[src/hdl/cts_pkg.sv]
// ----------------------------------------------------------------------------
// cts_pkg: shared types and constants for the cartesian to spherical converter
// Angle constants in units of 2^-24 rad, CORDIC arctangent table in 2^-32 rad.
// ----------------------------------------------------------------------------
package cts_pkg;

	localparam int CoordW = 32;
	localparam int ThetaW = 26;
	localparam int PhiW   = 29;
	localparam int CorW   = 44;   // cordic x/y datapath
	localparam int AccW   = 34;   // angle accumulator, 2^-32 rad

	localparam logic signed [PhiW-1:0] PiQ24        = 29'sd52707179;
	localparam logic signed [PhiW-1:0] HalfPiQ24    = 29'sd26353589;
	localparam logic signed [PhiW:0]   OneHalfPiQ24 = 30'sd79060768;
	localparam logic signed [PhiW:0]   TwoPiQ24     = 30'sd105414357;

	// one queued point between front and back
	typedef struct packed {
		logic signed [CoordW-1:0] pos_x;
		logic signed [CoordW-1:0] pos_y;
		logic signed [CoordW-1:0] pos_z;
		logic                     first;
	} point_t;

	// atan(2^-i) in units of 2^-32 rad
	function automatic logic [AccW-1:0] atan_lut(input logic [4:0] i);
		logic [31:0] v;
		unique case (i)
			5'd0:  v = 32'd3373259426; 5'd1:  v = 32'd1991351318;
			5'd2:  v = 32'd1052175346; 5'd3:  v = 32'd534100635;
			5'd4:  v = 32'd268086748;  5'd5:  v = 32'd134174063;
			5'd6:  v = 32'd67103403;   5'd7:  v = 32'd33553749;
			5'd8:  v = 32'd16777131;   5'd9:  v = 32'd8388597;
			5'd10: v = 32'd4194303;    5'd11: v = 32'd2097152;
			5'd12: v = 32'd1048576;    5'd13: v = 32'd524288;
			5'd14: v = 32'd262144;     5'd15: v = 32'd131072;
			5'd16: v = 32'd65536;      5'd17: v = 32'd32768;
			5'd18: v = 32'd16384;      5'd19: v = 32'd8192;
			5'd20: v = 32'd4096;       5'd21: v = 32'd2048;
			5'd22: v = 32'd1024;       5'd23: v = 32'd512;
			5'd24: v = 32'd256;        5'd25: v = 32'd128;
			5'd26: v = 32'd64;         5'd27: v = 32'd32;
			5'd28: v = 32'd16;         5'd29: v = 32'd8;
			5'd30: v = 32'd4;          default: v = 32'd2;
		endcase
		return {2'b00, v};
	endfunction

endpackage

[src/hdl/cts_front.sv]
// ----------------------------------------------------------------------------
// cts_front: input side
// Accepts point words and keeps them in a two-entry queue for the back end.
// ----------------------------------------------------------------------------
module cts_front (
	input  logic                 clk,
	input  logic                 arst_n,
	input  logic                 in_valid,
	output logic                 in_ready,
	input  cts_pkg::point_t      in_point,
	output logic                 q_valid,
	input  logic                 q_ready,
	output cts_pkg::point_t      q_point
);

	cts_pkg::point_t mem_q [2];
	logic       wp_q, rp_q;
	logic [1:0] cnt_q;
	logic       push, pop;

	assign in_ready = (cnt_q != 2'd2);
	assign q_valid  = (cnt_q != 2'd0);
	assign q_point  = mem_q[rp_q];
	assign push     = in_valid && in_ready;
	assign pop      = q_valid && q_ready;

	// queue storage
	always_ff @(posedge clk) begin
		if (push) begin
			mem_q[wp_q] <= in_point;
		end
	end

	// queue pointers
	always_ff @(posedge clk or negedge arst_n) begin
		if (!arst_n) begin
			wp_q  <= 1'b0;
			rp_q  <= 1'b0;
			cnt_q <= 2'd0;
		end else begin
			if (push) wp_q <= ~wp_q;
			if (pop)  rp_q <= ~rp_q;
			cnt_q <= cnt_q + {1'b0, push} - {1'b0, pop};
		end
	end

	a_no_overflow: assert property (@(posedge clk) disable iff (!arst_n)
		cnt_q != 2'd3) else $error("queue count out of range");
	a_pop_nonempty: assert property (@(posedge clk) disable iff (!arst_n)
		cnt_q == 2'd0 |-> !pop) else $error("pop from empty queue");
	a_count_step: assert property (@(posedge clk) disable iff (!arst_n)
		push && !pop |=> cnt_q == $past(cnt_q) + 2'd1) else $error("count slip");

endmodule

[config.mk]
export PLATFORM = sky130hd
export DESIGN_NAME = cts_front
export DESIGN_NICKNAME = d
export VERILOG_FILES = /design/src/hdl/cts_pkg.sv /design/src/hdl/cts_front.sv
export SDC_FILE = /design/constraint.sdc
export NUM_CORES = 1
export LEC_CHECK = 0
export ABC_CLOCK_PERIOD_IN_PS = 5300
export BUFFER_PORTS_ARGS = -buffer_cell sky130_fd_sc_hd__buf_4
export CAP_MARGIN = 20
export CORE_MARGIN = 5
export CORE_UTILIZATION = 47
export DETAILED_ROUTE_END_ITERATION = 16
export GPL_TIMING_DRIVEN = 0
export PLACE_DENSITY = 0.73
export SYNTH_ARGS = -nofsm -noshare
export SYNTH_HDL_FRONTEND = slang
export SYNTH_SLANG_ARGS = --single-unit
[constraint.sdc]
create_clock -name clk -period 5.3 [get_ports clk]
set_input_delay 0.795 -clock clk [delete_from_list [all_inputs] [get_ports clk]]
set_output_delay 0.795 -clock clk [all_outputs]
set_load 0.01 [all_outputs]
# Yosys cells after proc, flatten, opt, wreduce, memory -nomap -nowiden
# Memory sizes are Yosys's and may differ from the RTL's.
# Cells that the tools add are included.
[totals]
reg_bits = 4
mem_bits_rw = 194
input_bits = 101
word_cells = 14
memories = 1
[op_classes]
add_sub_neg = 2
eq_ne = 1
n_mux = 2
bitwise = 2
reduce_logical = 3
[memory_table]
columns = ["memory", "depth", "width", "read_ports", "rd_clocked_by_memory_dff", "write_ports", "line_no", "text"]
rows = [
  ["mem_q", 2, 97, 1, 0, 1, "cts_front.sv:16", "cts_pkg::point_t mem_q [2];"],
]
[op_table]
columns = ["op", "n"]
rows = [
  ["$add A2 B1 Y2", 1],
  ["$logic_and A1 B1 Y1", 2],
  ["$mux W1", 2],
  ["$ne A2 B2 Y1 const B", 1],
  ["$not A1 Y1", 2],
  ["$reduce_bool A2 Y1", 1],
  ["$sub A2 B1 Y2", 1],
]

# Logic depth before layout (Yosys ltp)
[logic_depth]
ltp_word = 4
depth_mapped = 7
depth_no_buf = 7

# Worst setup path after synthesis
# No wires, ideal clock.
[synth_timing]
path_kind = "input to register"
start = "input in_valid"
end = "memory mem_q[0][0] in the netlist's numbering, enable pin"
setup_ps = 554
arrival_time_ps = 4929
slack_ps = -183
path_stages = 2
n_path_buf = 0
cell_sequence = "nand2_1 > nor2_1"
[synth_between]
elab_chain_cells = 3
[synth_lines]
columns = ["element", "line_no", "text"]
rows = [
  ["start, declared", "cts_front.sv:8", "input logic in_valid,"],
  ["$logic_and A1 B1 Y1", "cts_front.sv:24", "assign push = in_valid && in_ready;"],
  ["$mux W1", "cts_front.sv:29", "if (push) begin"],
  ["$mux W1 (implied by the code)", "cts_front.sv:30", "mem_q[wp_q] <= in_point;"],
  ["end, declared", "cts_front.sv:16", ""],
]
# No other way between the ends.

==> flow_summary.rst <==
.. list-table::
   :header-rows: 1

   * - Metric
     - Value
   * - Pre-Repair DR Iteration Count
     - 4
   * - Area after DPL
     - 0.00910 mm2
   * - Sequential fraction of design power
     - 0.420
   * - Actual transition at the worst max-transition pin
     - 0.747 ns
   * - Met2 global-route usage
     - 0.259
   * - Signed area change from the synthesized netlist to the final layout
     - 33.3%
   * - Ratio of routed vias to standard cells
     - 4.92
   * - Count of different cell masters after synthesis
     - 16
   * - Die Ht
     - 134 um
   * - Pin count of the biggest net entering global routing
     - 63
   * - Switching portion of total power
     - 0.274
   * - Post-CTS setup repair buffer count
     - 0
   * - I/O Pins
     - 200
   * - Row cnt
     - 45
   * - Synthesized area
     - 0.00727 mm2
   * - Relative slew slack
     - 0.501
   * - Number of H-tree levels
     - 4
   * - Power Internal
     - 3.83 mW
   * - Vias after detailed routing
     - 3648
   * - Source-to-sink clock delay at the later pin of the worst-skew pair
     - 0.42 ns
   * - Count of max-cap constraint violations
     - 0
   * - Floorplan die width
     - 134 um
   * - Post-synthesis area per instance
     - 22.8 um2
   * - Max-slew violation count
     - 0
   * - Final non-filler cell area
     - 0.00969 mm2
   * - GR Util All Layers
     - 0.150
   * - Clock skew
     - 0.00755 ns
   * - RSZ-0062 raised after global routing
     - no
   * - Period Utilization, post-route
     - 0.475
   * - Fin. Hold Viols
     - 0
   * - Post-DRT Antenna Nets
     - 0
   * - Share of the synthesized area in the top cell type
     - 0.801
   * - Via count of the first global-routing pass
     - 3978
   * - Placed cell count
     - 710
   * - Share of layout cells above drive strength 1
     - 0.616
   * - Initial antenna violation count
     - 0
   * - Number of DRC violations after detailed routing
     - 0
   * - Path type of the worst min-delay path
     - input port to async pin
   * - WP data required
     - 4.51 ns
   * - Global-route wire length before repair
     - 20600 um
   * - Initial DRC count
     - 145
   * - Antenna diode instance count
     - 0
   * - Post-CTS clock slew at the launch and capture registers of the worst setup and hold paths
     - 0.06 ns
   * - GRT busiest layer
     - met2
   * - Post-synthesis sequential area ratio
     - 0.815
   * - Net count of the mapped netlist
     - 422
   * - Final GP Congestion
     - 0.720
   * - Total length of routed wires
     - 13400 um
   * - Status
     - complete, no violations
   * - Final setup violation count
     - 0
   * - Crit Path Max Fanout
     - 10
   * - Highest attainable clock frequency
     - 397 MHz
   * - Number of buffers added to fix hold violations after cts
     - 0
   * - Non-filler instance count after layout
     - 742
   * - Endpoint type of the worst setup path
     - output pin
   * - Total number of clock tree sinks
     - 198
   * - Area enclosed by the die boundary
     - 0.0181 mm2
   * - Total congestion overflow after global routing
     - 0
   * - Category of the worst setup path launch point
     - flip-flop
   * - CP Class
     - flip-flop to output pin
   * - Post-synthesis cell type with the largest combined area
     - sky130_fd_sc_hd__edfxtp_1
   * - Number of flip-flops and latches in the synthesized netlist
     - 198
   * - Synthesis Warnings
     - 0
   * - Switching component of the power
     - 1.44 mW
   * - Clk Tree Root Cell
     - sky130_fd_sc_hd__clkbuf_16
   * - Starting Density
     - 0.478
   * - CTS Buffer Depth
     - 2
   * - Areal power density over the cells
     - 545 mW/mm2
   * - Min Tclk post-route
     - 2.52 ns
   * - Clock network power share
     - 0.239
   * - Static Leak
     - 3.69 nW
   * - Num CTS Buffers
     - 17
   * - Routed len/inst
     - 18.1 um
   * - CTS tree
     - yes
   * - Post-CTS Resized
     - 0
   * - Leading post-synthesis cells by cell area
     - sky130_fd_sc_hd__edfxtp_1, sky130_fd_sc_hd__mux2_2, sky130_fd_sc_hd__mux2_4, sky130_fd_sc_hd__dfrtp_1, sky130_fd_sc_hd__buf_6
   * - Core box area
     - 0.0152 mm2
   * - Net count reported at finish
     - 644
   * - Combinational cell fraction of total power
     - 0.341
   * - Final setup TNS
     - 0 ns
   * - Met3 layer usage reported by global route
     - 0.0626
   * - Count of input and output buffers
     - 199
   * - Worst endpoint data arrival time
     - 1.72 ns
   * - Peak ir drop on the vdd network
     - 0.269 mV
   * - Count of mapped cells out of synthesis
     - 319
   * - Detailed-placement wirelength estimate
     - 9340 um
   * - Met1 GRT Util
     - 0.168
## path summary, 6_finish.rpt
| kind | from | end | slack, ns | cells after the start |
|---|---|---|---|---|
| worst max register to register | cnt_q[1]$_DFF_PN0_ | mem_q[0][78]$_DFFE_PP_ | 3.21 | 5 |
| worst max-delay path | rp_q$_DFFE_PN0P_ | q_point[78] | 2.78 | 5 |
| worst min register to register | cnt_q[0]$_DFF_PN0_ | cnt_q[0]$_DFF_PN0_ | 0.54 | 1 |
| min in group clk | cnt_q[0]$_DFF_PN0_ | cnt_q[0]$_DFF_PN0_ | 0.54 | 1 |
| worst min-delay path | arst_n | wp_q$_DFFE_PN0N_ | 0.16 | 1 |
| max in group asynchronous | arst_n | cnt_q[0]$_DFF_PN0_ | 5.03 | 1 |
## layout make-up
cell class                 instances  area, um2
tap                              188        235
buffer                            11       80.1
timing repair buffer             203       1580
fill                            1119       5510
inverter                           1       3.75
multi-input combinational        109       1270
clock inverter                    13        156
clock buffer                      19        433
sequential                       198       5930
## power by group through the flow
stage	sequential (mW)	clock, mW	combinational, mW
6_report	2.22	1.26	1.80
5_1_grt	2.24	1.37	1.94
4_1_cts	2.22	1.30	1.85
3_5_place_dp	2.25	0	1.84
3_3_place_gp	2.29	0	1.77
2_1_floorplan	2.26	0	1.01
## metrics by stage
step,util,power [mW],worst slack (ns),hold slack [ns]
global placement,0.592,4.06,-0.0642,0.492
finish,0.637,5.28,2.78,0.161
floorplan,-,3.26,1.45,0.479
detailed placement,0.599,4.09,2.82,0.523
CTS,0.637,5.37,2.73,0.137
global route,0.637,5.55,2.70,0.137
## layout by cell type (no fill, tap or decap)
master | synthesis | final
sky130_fd_sc_hd__mux2_4 | 20 | 20
sky130_fd_sc_hd__buf_2 | 7 | 7
sky130_fd_sc_hd__clkinv_2 | 0 | 1
sky130_fd_sc_hd__clkinv_4 | 0 | 3
sky130_fd_sc_hd__and3_4 | 0 | 1
sky130_fd_sc_hd__clkbuf_16 | 0 | 17
sky130_fd_sc_hd__inv_6 | 0 | 1
sky130_fd_sc_hd__clkinv_1 | 0 | 3
sky130_fd_sc_hd__ha_1 | 2 | 2
sky130_fd_sc_hd__buf_12 | 0 | 3
sky130_fd_sc_hd__buf_16 | 0 | 1
sky130_fd_sc_hd__edfxtp_1 | 194 | 194
sky130_fd_sc_hd__nor2_4 | 0 | 1
sky130_fd_sc_hd__clkinvlp_4 | 0 | 2
sky130_fd_sc_hd__clkbuf_1 | 0 | 2
sky130_fd_sc_hd__xor2_1 | 1 | 1
sky130_fd_sc_hd__or2_2 | 1 | 1
sky130_fd_sc_hd__inv_1 | 1 | 1
sky130_fd_sc_hd__xnor2_1 | 3 | 3
sky130_fd_sc_hd__nand2b_1 | 1 | 1
sky130_fd_sc_hd__buf_4 | 0 | 199
sky130_fd_sc_hd__nand2_1 | 1 | 1
sky130_fd_sc_hd__dfrtp_1 | 4 | 4
sky130_fd_sc_hd__and2_1 | 1 | 1
sky130_fd_sc_hd__mux2_2 | 77 | 77
sky130_fd_sc_hd__bufinv_16 | 0 | 3
sky130_fd_sc_hd__buf_6 | 4 | 4
## synth_stat cells, drive strengths merged
| master | number |
|---|---|
| buf | 11 |
| ha | 2 |
| or2 | 1 |
| xnor2 | 3 |
| and3 | 1 |
| nor2 | 1 |
| nand2b | 1 |
| edfxtp | 194 |
| dfrtp | 4 |
| xor2 | 1 |
| nand2 | 1 |
| inv | 1 |
| and2 | 1 |
| mux2 | 97 |
## logic make-up (layout without fill, tap and decap cells)
group,Yosys count,count (layout),share of synthesized area
adder cells (fa/ha/maj),2,2,0.00344
XOR/XNOR,4,4,0.00482
buffers and inverters,12,247,0.0115
AND/OR/NAND/NOR,6,6,0.00448
multiplexers,97,97,0.161
flip-flops,198,198,0.815
## routing by layer
metal | wire, um | vias up
li1 | - | 1707
met2 | 6850 | 128
met3 | 1140 | 16
met5 | 0 | -
met1 | 5230 | 1797
met4 | 176 | 0
## registers in the layout (all words and copies together), names as in the netlist
register / cells
mem_q: 194
rp_q: 1
cnt_q: 2
wp_q: 1
## critical path, stage by stage, from the launching register on
cell and delay (ns):
sky130_fd_sc_hd__dfrtp_1 0.34, sky130_fd_sc_hd__buf_6 0.14, sky130_fd_sc_hd__buf_6 0.17, sky130_fd_sc_hd__buf_6 0.19
sky130_fd_sc_hd__mux2_4 0.32, sky130_fd_sc_hd__buf_4 0.14
Note: power is estimated with default switching activity, not from simulation.
